File: config.mk
export PLATFORM = sky130hd
export DESIGN_NAME = assembly_token_scanner_unit
export DESIGN_NICKNAME = d
export VERILOG_FILES = /design/src/rtl/atsu_pkg.sv /design/src/rtl/assembly_token_scanner_unit.sv
export VERILOG_INCLUDE_DIRS = /design/src /design/src/rtl
export SDC_FILE = /design/constraint.sdc
export NUM_CORES = 1
export LEC_CHECK = 0
export ABC_AREA = 1
export BUFFER_PORTS_ARGS = -buffer_cell sky130_fd_sc_hd__buf_4
export CAP_MARGIN = 15
export CELL_PAD_IN_SITES_DETAIL_PLACEMENT = 1
export CELL_PAD_IN_SITES_GLOBAL_PLACEMENT = 1
export CORE_MARGIN = 1
export CORE_UTILIZATION = 35
export CTS_BUF_LIST = sky130_fd_sc_hd__clkbuf_8
export CTS_CLUSTER_DIAMETER = 120
export DETAILED_ROUTE_END_ITERATION = 12
export PLACE_DENSITY = 0.62
export REMOVE_ABC_BUFFERS = 1
export SLEW_MARGIN = 20
export SYNTH_ARGS = -nofsm -noshare
export SYNTH_HDL_FRONTEND = slang
export SYNTH_SLANG_ARGS = --single-unit
File: constraint.sdc
create_clock -name clk_i -period 5.5 [get_ports clk_i]
set_input_delay 0.55 -clock clk_i [delete_from_list [all_inputs] [get_ports clk_i]]
set_output_delay 0.55 -clock clk_i [all_outputs]
set_load 0.05 [all_outputs]
File: src/rtl/assembly_token_scanner_unit_defines.svh
// ---------------------------------------------------------------------------
// Assembly token scanner - assertion macros
// Shared property wrappers for the scanner's concurrent checks.
// ---------------------------------------------------------------------------
`ifndef ASSEMBLY_TOKEN_SCANNER_UNIT_DEFINES_SVH
`define ASSEMBLY_TOKEN_SCANNER_UNIT_DEFINES_SVH

// Same-cycle implication, disabled while in reset
`define ATSU_ASSERT_NOW(lbl, clk, rst_n, ante, cons) \
  lbl: assert property (@(posedge clk) disable iff (!(rst_n)) (ante) |-> (cons)) \
    else $error("scanner check failed");

// Next-cycle implication, disabled while in reset
`define ATSU_ASSERT_NEXT(lbl, clk, rst_n, ante, cons) \
  lbl: assert property (@(posedge clk) disable iff (!(rst_n)) (ante) |=> (cons)) \
    else $error("scanner check failed");

`endif

File: src/rtl/atsu_pkg.sv
// ---------------------------------------------------------------------------
// Assembly token scanner - package
// Token kinds, character codes, keyword words and default widths.
// ---------------------------------------------------------------------------
package atsu_pkg;

  localparam int unsigned OFFSET_BITS_DEF = 24;
  localparam int unsigned LENGTH_BITS_DEF = 16;
  localparam int unsigned LINE_BITS_DEF   = 20;

  localparam int unsigned KIND_BITS  = 5;
  localparam int unsigned FIFO_DEPTH = 4;

  typedef enum logic [KIND_BITS-1:0] {
    TK_END      = 5'd0,
    TK_NUMBER   = 5'd1,
    TK_IDENT    = 5'd2,
    TK_COMMA    = 5'd3,
    TK_DOT      = 5'd4,
    TK_COLON    = 5'd5,
    TK_QUESTION = 5'd6,
    TK_ERROR    = 5'd7,
    TK_CPY      = 5'd8,
    TK_REG0     = 5'd18
  } token_kind_e;

  localparam logic [7:0] CH_NUL   = 8'h00;
  localparam logic [7:0] CH_TAB   = 8'h09;
  localparam logic [7:0] CH_NL    = 8'h0A;
  localparam logic [7:0] CH_CR    = 8'h0D;
  localparam logic [7:0] CH_SPACE = 8'h20;
  localparam logic [7:0] CH_SEMI  = 8'h3B;
  localparam logic [7:0] CH_COMMA = 8'h2C;
  localparam logic [7:0] CH_DOT   = 8'h2E;
  localparam logic [7:0] CH_COLON = 8'h3A;
  localparam logic [7:0] CH_QUERY = 8'h3F;
  localparam logic [7:0] CH_ZERO  = 8'h30;
  localparam logic [7:0] CH_SEVEN = 8'h37;

  localparam int unsigned NUM_MNEMONICS = 10;

  // Mnemonics in kind order, first character in the top byte
  localparam logic [23:0] MNEMONIC_WORDS [NUM_MNEMONICS] = '{
    24'h637079, 24'h616464, 24'h737562, 24'h6D756C, 24'h646976,
    24'h636D70, 24'h6A6D70, 24'h726574, 24'h696E63, 24'h646563
  };
  localparam logic [23:0] REG_WORD = 24'h726567;

  function automatic logic numeric_char(input logic [7:0] c);
    return c inside {[8'h30:8'h39]};
  endfunction

  function automatic logic ident_lead_char(input logic [7:0] c);
    return c inside {[8'h61:8'h7A], [8'h41:8'h5A], 8'h5F};
  endfunction

  // Keyword lookup on the first bytes of an identifier run
  function automatic logic [KIND_BITS-1:0] ident_kind(input logic [31:0] head,
                                                      input logic        len3,
                                                      input logic        len4);
    logic [KIND_BITS-1:0] kind;
    kind = TK_IDENT;
    if (len3 && head[31:24] == 8'h00) begin
      for (int i = 0; i < NUM_MNEMONICS; i++) begin
        if (head[23:0] == MNEMONIC_WORDS[i]) begin
          kind = TK_CPY + KIND_BITS'(i);
        end
      end
    end else if (len4 && head[31:8] == REG_WORD &&
                 head[7:0] >= CH_ZERO && head[7:0] <= CH_SEVEN) begin
      kind = TK_REG0 + KIND_BITS'(head[7:0] - CH_ZERO);
    end
    return kind;
  endfunction

endpackage

File: src/rtl/assembly_token_scanner_unit.sv
// ---------------------------------------------------------------------------
// Assembly token scanner
// Byte-stream lexer for assembly text, one token per output beat.
// ---------------------------------------------------------------------------
// One source byte is taken per cycle and scanned against the registered mode
// (idle, number, identifier, comment) in a single pass; the tokens it causes
// (none, one or two) go into a four-entry output queue, so a byte is taken in
// every cycle while the queue has room for two tokens. A run token leaves on
// the byte after its last character; keywords are recognised from the first
// four bytes held for each identifier. Output sustains one token per cycle while
// m_axis_tready_i is high, so inputs that produce two tokens throttle the input
// side through tready. The tokens of an input beat are registered into that queue.
`include "assembly_token_scanner_unit_defines.svh"

module assembly_token_scanner_unit
  import atsu_pkg::*;
#(
  parameter int unsigned OFFSET_BITS = OFFSET_BITS_DEF,
  parameter int unsigned LENGTH_BITS = LENGTH_BITS_DEF,
  parameter int unsigned LINE_BITS   = LINE_BITS_DEF
) (
  input  logic clk_i,
  input  logic rst_ni,
  input  logic       s_axis_tvalid_i,
  output logic       s_axis_tready_o,
  input  logic [7:0] s_axis_tdata_i,  // char_code
  output logic                          m_axis_tvalid_o,
  input  logic                          m_axis_tready_i,
  // token_kind, token_start, token_length, token_line, zero pad
  output logic [((KIND_BITS+OFFSET_BITS+LENGTH_BITS+LINE_BITS+7)/8)*8-1:0] m_axis_tdata_o,
  output logic                          m_axis_tlast_o  // last_of_run
);

  localparam int unsigned TOKEN_BITS  = KIND_BITS + OFFSET_BITS + LENGTH_BITS + LINE_BITS;
  localparam int unsigned TDATA_BITS  = ((TOKEN_BITS + 7) / 8) * 8;
  localparam int unsigned PTR_BITS    = $clog2(FIFO_DEPTH);
  localparam int unsigned CNT_BITS    = $clog2(FIFO_DEPTH + 1);

  typedef enum logic [1:0] {
    MODE_IDLE,
    MODE_NUM,
    MODE_IDENT,
    MODE_COMMENT
  } mode_e;

  typedef struct packed {
    logic [KIND_BITS-1:0]   kind;
    logic [OFFSET_BITS-1:0] start;
    logic [LENGTH_BITS-1:0] length;
    logic [LINE_BITS-1:0]   line;
    logic                   last;
  } token_t;

  mode_e                  mode_q, mode_d;
  logic [OFFSET_BITS-1:0] offset_q, offset_d;
  logic [OFFSET_BITS-1:0] origin_q, origin_d;
  logic [LENGTH_BITS-1:0] runlen_q, runlen_d;
  logic [31:0]            head_q, head_d;
  logic [LINE_BITS-1:0]   line_q, line_d;

  token_t                 fifo_q [FIFO_DEPTH];
  logic [PTR_BITS-1:0]    wr_ptr_q, wr_ptr_d;
  logic [PTR_BITS-1:0]    rd_ptr_q, rd_ptr_d;
  logic [CNT_BITS-1:0]    cnt_q, cnt_d;

  logic       in_fire, out_fire;
  logic [7:0] ch;
  logic       run_tok_v, sym_tok_v;
  token_t     run_tok, sym_tok;
  token_t     push_a, push_b;
  logic [1:0] push_n;
  logic       line_inc;

  assign ch       = s_axis_tdata_i;
  assign in_fire  = s_axis_tvalid_i && s_axis_tready_o;
  assign out_fire = m_axis_tvalid_o && m_axis_tready_i;

  // Scan one byte against the current mode
  always_comb begin
    mode_e phase2_mode;
    logic  more;
    mode_d    = mode_q;
    origin_d  = origin_q;
    runlen_d  = runlen_q;
    head_d    = head_q;
    line_inc  = 1'b0;
    run_tok_v = 1'b0;
    sym_tok_v = 1'b0;
    more      = 1'b0;

    run_tok        = '0;
    run_tok.kind   = (mode_q == MODE_NUM) ? KIND_BITS'(TK_NUMBER)
                   : ident_kind(head_q, runlen_q == LENGTH_BITS'(3),
                                runlen_q == LENGTH_BITS'(4));
    run_tok.start  = origin_q;
    run_tok.length = runlen_q;
    run_tok.line   = line_q;

    sym_tok        = '0;
    sym_tok.kind   = TK_ERROR;
    sym_tok.start  = offset_q;
    sym_tok.length = LENGTH_BITS'(1);
    sym_tok.line   = line_q;

    phase2_mode = mode_q;
    if (mode_q == MODE_NUM || mode_q == MODE_IDENT) begin
      more = numeric_char(ch) || (mode_q == MODE_IDENT && ident_lead_char(ch));
      if (more) begin
        if (mode_q == MODE_IDENT && runlen_q < LENGTH_BITS'(4)) begin
          head_d = {head_q[23:0], ch};
        end
        if (runlen_q != '1) begin
          runlen_d = runlen_q + LENGTH_BITS'(1);
        end
      end else begin
        run_tok_v   = 1'b1;
        phase2_mode = MODE_IDLE;
        mode_d      = MODE_IDLE;
      end
    end

    if (phase2_mode == MODE_COMMENT) begin
      if (ch == CH_NL) begin
        line_inc = 1'b1;
        mode_d   = MODE_IDLE;
      end else if (ch == CH_NUL) begin
        mode_d         = MODE_IDLE;
        sym_tok_v      = 1'b1;
        sym_tok.kind   = TK_END;
        sym_tok.length = '0;
      end
    end else if (phase2_mode == MODE_IDLE) begin
      if (ch == CH_NUL) begin
        sym_tok_v      = 1'b1;
        sym_tok.kind   = TK_END;
        sym_tok.length = '0;
      end else if (ch == CH_SPACE || ch == CH_TAB || ch == CH_CR) begin
        // skip blanks
      end else if (ch == CH_NL) begin
        line_inc = 1'b1;
      end else if (ch == CH_SEMI) begin
        mode_d = MODE_COMMENT;
      end else if (numeric_char(ch) || ident_lead_char(ch)) begin
        mode_d   = numeric_char(ch) ? MODE_NUM : MODE_IDENT;
        origin_d = offset_q;
        runlen_d = LENGTH_BITS'(1);
        head_d   = {24'h0, ch};
      end else begin
        sym_tok_v = 1'b1;
        case (ch)
          CH_COMMA: sym_tok.kind = TK_COMMA;
          CH_DOT:   sym_tok.kind = TK_DOT;
          CH_COLON: sym_tok.kind = TK_COLON;
          CH_QUERY: sym_tok.kind = TK_QUESTION;
          default:  sym_tok.kind = TK_ERROR;
        endcase
      end
    end

    line_d   = (line_inc && line_q != '1) ? line_q + LINE_BITS'(1) : line_q;
    offset_d = offset_q + OFFSET_BITS'(1);
  end

  // Order the tokens of this byte and mark the final one
  always_comb begin
    push_a      = run_tok_v ? run_tok : sym_tok;
    push_b      = sym_tok;
    push_a.last = !(run_tok_v && sym_tok_v);
    push_b.last = 1'b1;
    push_n      = in_fire ? {1'b0, run_tok_v} + {1'b0, sym_tok_v} : 2'd0;
    wr_ptr_d    = wr_ptr_q + PTR_BITS'(push_n);
    rd_ptr_d    = out_fire ? rd_ptr_q + PTR_BITS'(1) : rd_ptr_q;
    cnt_d       = cnt_q + CNT_BITS'(push_n) - CNT_BITS'(out_fire);
  end

  always_ff @(posedge clk_i or negedge rst_ni) begin
    if (!rst_ni) begin
      mode_q   <= MODE_IDLE;
      offset_q <= '0;
      origin_q <= '0;
      runlen_q <= '0;
      head_q   <= '0;
      line_q   <= LINE_BITS'(1);
      wr_ptr_q <= '0;
      rd_ptr_q <= '0;
      cnt_q    <= '0;
    end else begin
      if (in_fire) begin
        mode_q   <= mode_d;
        offset_q <= offset_d;
        origin_q <= origin_d;
        runlen_q <= runlen_d;
        head_q   <= head_d;
        line_q   <= line_d;
      end
      wr_ptr_q <= wr_ptr_d;
      rd_ptr_q <= rd_ptr_d;
      cnt_q    <= cnt_d;
    end
  end

  always_ff @(posedge clk_i) begin
    if (push_n != 2'd0) begin
      fifo_q[wr_ptr_q] <= push_a;
    end
    if (push_n == 2'd2) begin
      fifo_q[wr_ptr_q + PTR_BITS'(1)] <= push_b;
    end
  end

  // Take a byte only while two queue slots are free
  assign s_axis_tready_o = (cnt_q <= CNT_BITS'(FIFO_DEPTH - 2));
  assign m_axis_tvalid_o = (cnt_q != '0);
  assign m_axis_tdata_o  = TDATA_BITS'({fifo_q[rd_ptr_q].line, fifo_q[rd_ptr_q].length,
                                        fifo_q[rd_ptr_q].start, fifo_q[rd_ptr_q].kind});
  assign m_axis_tlast_o  = fifo_q[rd_ptr_q].last;

  `ATSU_ASSERT_NOW(a_queue_bound, clk_i, rst_ni, 1'b1, cnt_q <= CNT_BITS'(FIFO_DEPTH))
  `ATSU_ASSERT_NEXT(a_line_monotonic, clk_i, rst_ni, 1'b1, line_q >= $past(line_q))
  `ATSU_ASSERT_NEXT(a_end_queued, clk_i, rst_ni, in_fire && ch == CH_NUL, cnt_q != '0)

endmodule

Word level (Yosys, flattened, before mapping)
Memory sizes are Yosys's and may differ from the RTL's.
Cells that the tools add are included.

operators by class
  add/sub/neg operators = 11
  order comparisons = 10
  equal/unequal tests = 29
  mux-type cells = 81
  bitwise operators = 5
  reductions and logical operators = 27

operator list
  operator                                                     number
  2-to-1 mux 32 bit                                            10
  equality test 24 x 23 -> 1 bit, second input constant        11
  2-to-1 mux 16 bit                                            11
  2-to-1 mux 66 bit                                            1
  2-to-1 mux 5 bit                                             13
  equality test 8 x 6 -> 1 bit, second input constant          6
  2-to-1 mux 2 bit                                             13
  adder 24 x 1 -> 24 bit, second input constant                1
  equality test 8 x 4 -> 1 bit, second input constant          3
  2-to-1 mux 3 bit                                             8
  2-to-1 mux 1 bit                                             23
  adder 20 x 1 -> 20 bit, second input constant                1
  != test 20 bit, second input constant                        1
  adder 16 x 1 -> 16 bit, second input constant                1
  equality test 16 x 2 -> 1 bit, second input constant         1
  equality test 16 x 3 -> 1 bit, second input constant         1
  >= comparator 8 x 6 -> 1 bit, second input constant          2
  >= comparator 8 x 7 -> 1 bit, second input constant          2
  <= comparator 8 x 6 -> 1 bit, second input constant          2
  <= comparator 8 x 7 -> 1 bit, second input constant          2
  zero test 8 bit                                              2
  less-than comparator 16 x 3 -> 1 bit, second input constant  1
  != test 16 bit, second input constant                        1
  logical AND 1 bit                                            13
  other kinds (21)                                             33

word-level totals
  register bits after elaboration = 125
  RAM bits = 264
  bits of input ports = 12
  output and inout bits = 75
  logic and storage cells = 173
  memories = 1

memories
  name    depth  width  rd ports  clocked after memory_dff  wr ports  RTL line                           text
  fifo_q  4      66     1         0                         2         assembly_token_scanner_unit.sv:61  token_t fifo_q [FIFO_DEPTH];

Depth between registers and ports, before layout
Gate-level depths: netlist of the first run.

  word-level depth = 16
  gate-level depth with buffers = 22
  mapped depth without buffers = 21

Least setup slack after synthesis of the first run
Ideal clock, no wire load.

  path type = input-to-reg
  from = in s_axis_tdata_i[1]
  to = mem fifo_q[3][10] (netlist name), enable pin
  library setup time = 0.403 ns
  arrival = 3.569 ns
  required time = 5.097 ns
  path slack = 1.528 ns
  cell stages on the path = 19
  buffers on the path = 3
  path through = nor2_1 nand3_1 nand2_1 inv_1 nand3_2 nand3_2 buf_4 inv_2 buf_4 ha_1 inv_1 nor2_2 inv_2 nor2_2 nand2_1 inv_2 nor2_1 buf_2 inv_1

RTL lines
  what         RTL line                           text
  from (decl)  assembly_token_scanner_unit.sv:26  input logic [7:0] s_axis_tdata_i,
  to (decl)    assembly_token_scanner_unit.sv:61

==> metrics.md, run 1 <==
| Metric | Value |
|---|---|
| Status | `complete, but fails checks` |
| Failing checks | `negative hold slack` |
| Final Hold Fails | `6` |
| P&R area growth vs syn | `13.1%` |
| CTS max path bufs | `3` |
| Hold_buf cts | `0` |
| Met2 usage | `38.6%` |
| Most used cell, CP | `inv_1` |
| Static Leak | `8.88 nW` |
| Pin count of the biggest net entering global routing | `101` |
| Remaining antenna violation count | `0` |
| CP max-delay cell | `inv_2` |
| EDFF count, synth | `192` |
| Vias per Instance | `5.25` |
| Clock skew | `0.0390 ns` |
| Final hold slack | `-0.00435 ns` |
| Clk root buf | `clkbuf_8` |
| Slew HR | `28.2%` |
| CP Launch Type | `register` |
| Syn. warnings | `0` |
| Initial Util | `35.4%` |
| Reg2reg end | `fifo_q[0][47]` |
| Crit-path max cell delay | `0.51 ns` |
| Post-CTS Resized | `0` |
| IO Pins | `87` |
| Slew @ Worst Pin | `1.08 ns` |
| Synth area leader | `edfxtp_1` |
| Max Fclk | `247 MHz` |
| Reg2reg setup slack | `1.45 ns` |
| Async set-reset flop share out of synthesis | `32.1%` |
| Final Max Slew Viols | `0` |
| Hold Crit Class | `in2async` |
| RSZ-0062 raised after global routing | `no` |
| CP Class | `reg2reg` |
| Crit path max fanout | `26` |
| #FFs+latches synth | `389` |
| Post-Syn Area per Cell | `8.53 sq um` |
| Part of the power in combinational logic | `46.9%` |
| Share of cells above drive strength 1 | `10.9%` |
| Initial antenna violation count | `0` |
| Final cell count without fillers | `3044` |
| Die height | `235 um` |
| Sequential share of power | `32.1%` |
| Die area | `0.0554 sq mm` |
| Cell chain of the critical path | `inv_1 > ha_1 > inv_1 > nand3_2 > o21ai_4 > nand2_2 > o21ai_0 > ha_1 > inv_1 > nor2_2 > inv_2 > nor2_2 > inv_1 > nor2_2 > nor2_4 > inv_2 > buf_12` |
| Met1 usage | `27.6%` |
| Final count of negative-setup-slack endpoints | `0` |
| PnR worst setup slack | `1.45 ns` |
| DR pass1 iterations | `5` |
| Layout net count | `2319` |
| Net Sw Power | `6.05 mW` |
| FF-to-FF path depth | `17` |
| Seq/Total Area, Yosys | `54.2%` |
| TritonCTS clock tree | `done` |
| Rows | `85` |
| Cell total after placement | `2915` |
| Top-count cell post-synth | `nand2_1` |
| GR Layer Usage met3 | `2.79%` |
| Postcts setup bufs | `0` |
| Core Box Area | `0.0538 sq mm` |
| Top cells by count, synth | `nand2_1 (481), nor2_1 (326), o21ai_0 (247)` |
| WP data required | `5.81 ns` |
| Dpl hpwl | `38300 um` |
| Mapped Cells | `2235` |
| Top FF cell, synth | `edfxtp_1` |
| Vias in the first global route | `17042` |
| Drt drc | `0` |
| Fin crit period | `4.05 ns` |
| Iter 0 DRT Violations | `774` |
| Clock transition at path regs | `0.06 ns` |
| P_int | `6.67 mW` |
| Die Wd | `235 um` |
| Total Routing Usage GR | `21.8%` |
| Port Buffers | `79` |
| Clk Latency, worst-skew pair | `0.64 ns` |
| Clock Sinks | `389` |
| Number of antenna repair diodes | `0` |
| Worst setup EP type | `register` |
| Crit path arrival time | `4.36 ns` |
| First-pass GRT wire length | `96000 um` |
| Mapped cell area | `0.0191 sq mm` |
| Most Used Layer, Global Route | `met2` |
| Grt total ovfl | `0` |
| Part of the cycle the worst path needs | `73.6%` |
| Total CTS buffers | `72` |
| Worst setup startpoint | `mode_q[0]` |
| Max H-tree Level | `3` |
| Setup Slack @ Placement | `1.14 ns` |
| Wire length per cell | `19.6 um` |
| Switching Fraction | `47.6%` |
| Max Cap Viol | `0` |
| Synth cell types | `52` |
| Pwr per Cell Area | `590 mW/mm^2` |
| R2R Path Start | `mode_q[0]` |
| Clock share of power | `21.0%` |
| Worst VDD drop | `0.275 mV` |
| Wirelength, routed | `59700 um` |
| Largest cells by area after synthesis | `edfxtp_1 (30%), dfrtp_1 (16%), nand2_1 (9.5%)` |
| RD Place Congestion | `0.832` |
| Synth top area share | `30.2%` |
| Vias post-DR | `15968` |
## power by group through the flow
stage	registers (mW)	logic (mW)	clock network (mW)
2_1_floorplan	4.10	3.91	0
3_3_place_gp	4.11	5.92	0
3_5_place_dp	4.13	6.03	0
4_1_cts	4.08	6.05	2.75
5_1_grt	4.15	6.48	2.86
6_report	4.08	5.96	2.68
## metrics by stage
stage          setup TNS, ns  utilization, %  power [mW]  hold slack [ns]  area, sq um
2_1_floorplan         -94.42               -        8.01            0.254        18500
3_3_place_gp               0            37.5        10.0            0.432        20200
3_5_place_dp               0            37.5        10.2            0.441        20200
4_1_cts                    0            40.1        12.9          0.00870        21600
5_1_grt                    0            40.1        13.5           0.0650        21600
6_report                   0            40.1        12.7         -0.00435        21600
## worst max-delay path by stage
stage                                to  cells past startpoint
final                     fifo_q[0][47]                     17
after detailed placement  fifo_q[0][51]                     20
after floorplan           fifo_q[2][10]                     18
after global routing      fifo_q[0][42]                     17
after global placement    fifo_q[0][48]                     20
after CTS                 fifo_q[0][50]                     17
## worst max-delay path: cells and delay by family, from the launching register on
kind | cells | cell delay, ns
simple gates | 6 | 0.90
compound gates | 2 | 0.50
buf+inv | 7 | 1.31
fa+ha+maj | 2 | 0.56
flops | 1 | 0.45
## cells by family after synthesis
kind of cell | synth area share, %
AO/OA/AOI/OAI | 14.2
XOR/XNOR | 1.98
adder cells (fa/ha/maj) | 0.958
buffers and inverters | 6.77
flip-flops | 54.2
other | 0.0197
AND/OR/NAND/NOR | 21.9
## placed cells by master, fill, tap and decap left out, drive strengths merged
cell type	n
a21oi	17
inv	199
fa	1
o21ai	291
dfxtp	72
o31ai	1
o22ai	169
o22a	1
nand3	84
dfstp	1
dfrtp	124
edfxtp	192
nor2	338
buf	103
xnor2	1
a32oi	1
nor3b	1
nand3b	4
conb	7
o21bai	1
nand2	491
a21boi	1
bufinv	2
o211ai	1
o21a	1
and3	1
nor3	31
a22oi	1
or2	1
a31oi	3
clkbuf	80
nor4	10
nand4	37
xor2	42
clkinv	25
ha	13
## routing by layer
layer / vias to the layer above / wire [um]
li1: 7709 / -
met1: 7926 / 26600
met2: 243 / 29900
met3: 90 / 1930
met4: 0 / 1310
met5: - / 0
## area by class of cell
| cell class | count | area [sq um] |
|---|---|---|
| clock buffers | 80 | 1100 |
| multi-input cells | 1550 | 7490 |
| repair buffers | 103 | 827 |
| well taps | 696 | 871 |
| inverters | 177 | 668 |
| clock inverters | 49 | 256 |
| flip-flops and latches | 389 | 10300 |
| fillers | 6383 | 32300 |
## registers in the layout, summed over array words and instances (netlist names)
name	cells
line_q	20
wr_ptr_q	2
head_q	32
cnt_q	3
offset_q	24
fifo_q	264
origin_q	24
runlen_q	16
mode_q	2
rd_ptr_q	2
(Power assumes the default switching activity.)
==> run 2: changes to the inputs <==
==> constraint.sdc (replaced) <==
create_clock -name clk_i -period 3.83 [get_ports clk_i]
set_input_delay 0.383 -clock clk_i [delete_from_list [all_inputs] [get_ports clk_i]]
set_output_delay 0.383 -clock clk_i [all_outputs]
set_load 0.05 [all_outputs]
==> run 2 against run 1 <==
The run now ends clean. Combinational power increased by 47%. Sequential cell count unchanged. Clock skew is 0.0092 ns lower. Register-to-register slack worse by 1.1 ns. Die area unchanged. Global-route usage up 0.37 points. Critical path type unchanged.
==> metrics.md, run 2 (synthesis gave the netlist of run 1 again) <==
| Metric | Value |
|---|---|
| Core Box Area | `0.0538 sq mm (unchanged)` |
| Port Buffers | `79 (unchanged)` |
| Layout net count | `2337 (+0.78%)` |
| Rows | `85 (unchanged)` |
| Initial Util | `35.4% (unchanged)` |
| IO Pins | `87 (unchanged)` |
| Pwr per Cell Area | `849 mW/mm^2 (+44%)` |
| P&R area growth vs syn | `14.3%` |
| Part of the cycle the worst path needs | `91.4% (+18 points)` |
| CP max-delay cell | `dfrtp_1` |
| Clock transition at path regs | `0.06 ns (about the same)` |
| FF+latch area | `0.0103 sq mm (unchanged)` |
| Grt total ovfl | `0 (unchanged)` |
| CP Class | `reg2reg` |
| Final Max Slew Viols | `0 (unchanged)` |
| Worst VDD drop | `0.510 mV (+86%)` |
| Final Util | `40.5% (+0.43 points)` |
| Vias in the first global route | `16986 (-0.33%)` |
| Hold Crit Class | `in2reg` |
| Total CTS buffers | `71 (-1.4%)` |
| PnR worst setup slack | `0.330 ns (-1.12 ns)` |
| Final Hold Fails | `0 (-6)` |
| Max reg flops | `264 (unchanged)` |
| Worst setup EP type | `register` |
| Clock Sinks | `389 (unchanged)` |
| Cell chain of the critical path | `ha_1 > clkinv_1 > nor2_1 > inv_1 > o21ai_0 > ha_1 > inv_1 > nor2_2 > inv_2 > nand2_2 > nand2_1 > inv_1 > nor2_4 > inv_2 > buf_12` |
| RSZ-0062 raised after global routing | `no` |
| Crit path max fanout | `49 (+88%)` |
| Most common cell after layout, fill and taps aside | `nand2_1` |
| Fin crit period | `3.50 ns (-0.548 ns)` |
| Post-CTS Resized | `0 (unchanged)` |
| Wire length per cell | `19.9 um (+1.4%)` |
| Power Total | `18.5 mW (+45%)` |
| CTS max path bufs | `3 (unchanged)` |
| Clock skew | `0.0298 ns (-0.00922 ns)` |
| Hold_buf cts | `1 (+1)` |
| Max Cap Viol | `0 (unchanged)` |
| Total Routing Usage GR | `22.2% (+0.37 points)` |
| Crit-path max cell delay | `0.48 ns (-0.03 ns)` |
| Vias per Instance | `5.26 (+0.24%)` |
| Slew HR | `41.6% (+13 points)` |
| Most frequent cells in the layout | `nand2_1 (481), nor2_1 (322), o21ai_0 (247)` |
| Drt drc | `0 (unchanged)` |
| Max H-tree Level | `3 (unchanged)` |
| Crit path arrival time | `3.80 ns (-0.56 ns)` |
| TritonCTS clock tree | `done` |
| CP Launch Type | `register` |
| Die area | `0.0554 sq mm (unchanged)` |
| Die Wd | `235 um (unchanged)` |
| Dpl hpwl | `39000 um (+1.8%)` |
| Die height | `235 um (unchanged)` |
| Worst setup startpoint | `mode_q[1]` |
| Iter 0 DRT Violations | `804 (+3.9%)` |
| Largest regs | `fifo_q (264), head_q (32)` |
| RD Place Congestion | `0.856 (+3.0%)` |
| Most used cell, CP | `inv_1` |
| Max Fclk | `286 MHz (+16%)` |
| Clk Latency, worst-skew pair | `0.66 ns (+0.02 ns)` |
| HP Start | `s_axis_tdata_i[5]` |
| Vias post-DR | `16122 (+0.96%)` |
| Wirelength, routed | `61000 um (+2.1%)` |
| Register with the most flip-flops | `fifo_q` |
| Setup TNS | `0 ns (unchanged)` |
| First-pass GRT wire length | `96700 um (+0.73%)` |
| Clk root buf | `clkbuf_8` |
| Slew @ Worst Pin | `0.875 ns (-0.201 ns)` |
| Fillers | `6374 (-0.14%)` |
| Initial antenna violation count | `1 (+1)` |
| DR pass1 iterations | `5 (unchanged)` |
| Share of cells above drive strength 1 | `11.7% (+0.79 points)` |
| Pin count of the biggest net entering global routing | `70 (-31%)` |
| Status | `complete, no violations` |
| R2R Path Start | `mode_q[1]` |
| Final count of negative-setup-slack endpoints | `0 (unchanged)` |
| Static Leak | `9.01 nW (+1.4%)` |
| Remaining antenna violation count | `0 (unchanged)` |
| Postcts setup bufs | `0 (unchanged)` |
| Setup Slack @ Placement | `0.211 ns (-0.926 ns)` |
| Footprint of the multi-input gates | `0.00749 sq mm (unchanged)` |
| WP data required | `4.13 ns (-1.68 ns)` |
run 2: final timing paths:
check | cells after the start | endpoint | slack (ns)
max | 15 | fifo_q[1][59] | 0.33
min in group asynchronous | 2 | head_q[5] | 0.32
max reg2reg | 15 | fifo_q[1][59] | 0.33
max in group asynchronous | 3 | line_q[0] | 2.55
min | 5 | head_q[5] | 0.13
min reg2reg | 2 | fifo_q[1][27] | 0.45
run 2: stage by stage:
| stage | std cells | hold WS (ns) | instance area [sq um] |
|---|---|---|---|
| CTS | 3065 | 0.0866 | 21800 |
| global route | 3066 | 0.112 | 21800 |
| finish | 3066 | 0.128 | 21800 |
| detailed placement | 2933 | 0.442 | 20400 |
| global placement | 2933 | 0.433 | 20400 |
| floorplan | 2116 | 0.0874 | 18500 |
run 2: layout make-up:
class	instances	share of cell area, %
flip-flops and latches	389	47.5
multi-input cells	1550	34.4
clock buffers	81	5.12
repair buffers	122	4.69
well taps	696	4.00
inverters	177	3.06
clock inverters	50	1.26
diodes	1	0.0115
run 2: power breakdown:
| group | internal [mW] | leakage [nW] | switching [mW] |
|---|---|---|---|
| clock | 2.08 | 0.816 | 1.82 |
| sequential | 5.34 | 3.97 | 0.503 |
| combinational | 2.27 | 4.22 | 6.48 |
| total | 9.70 | 9.01 | 8.80 |
run 2: worst max-delay path, delay by kind of cell (launching register included):
family,cells,cell delay (ns)
simple gates,5,0.71
flops,1,0.48
buf+inv,7,1.19
fa+ha+maj,2,0.56
compound gates,1,0.16
run 2: routing by layer:
metal	wire length [um]	share of wire [%]	track usage, %
met2	30600	50	39.2
met5	0	0	0
met1	27200	45	28.0
met3	1860	3.0	3.30
met4	1390	2.3	6.54
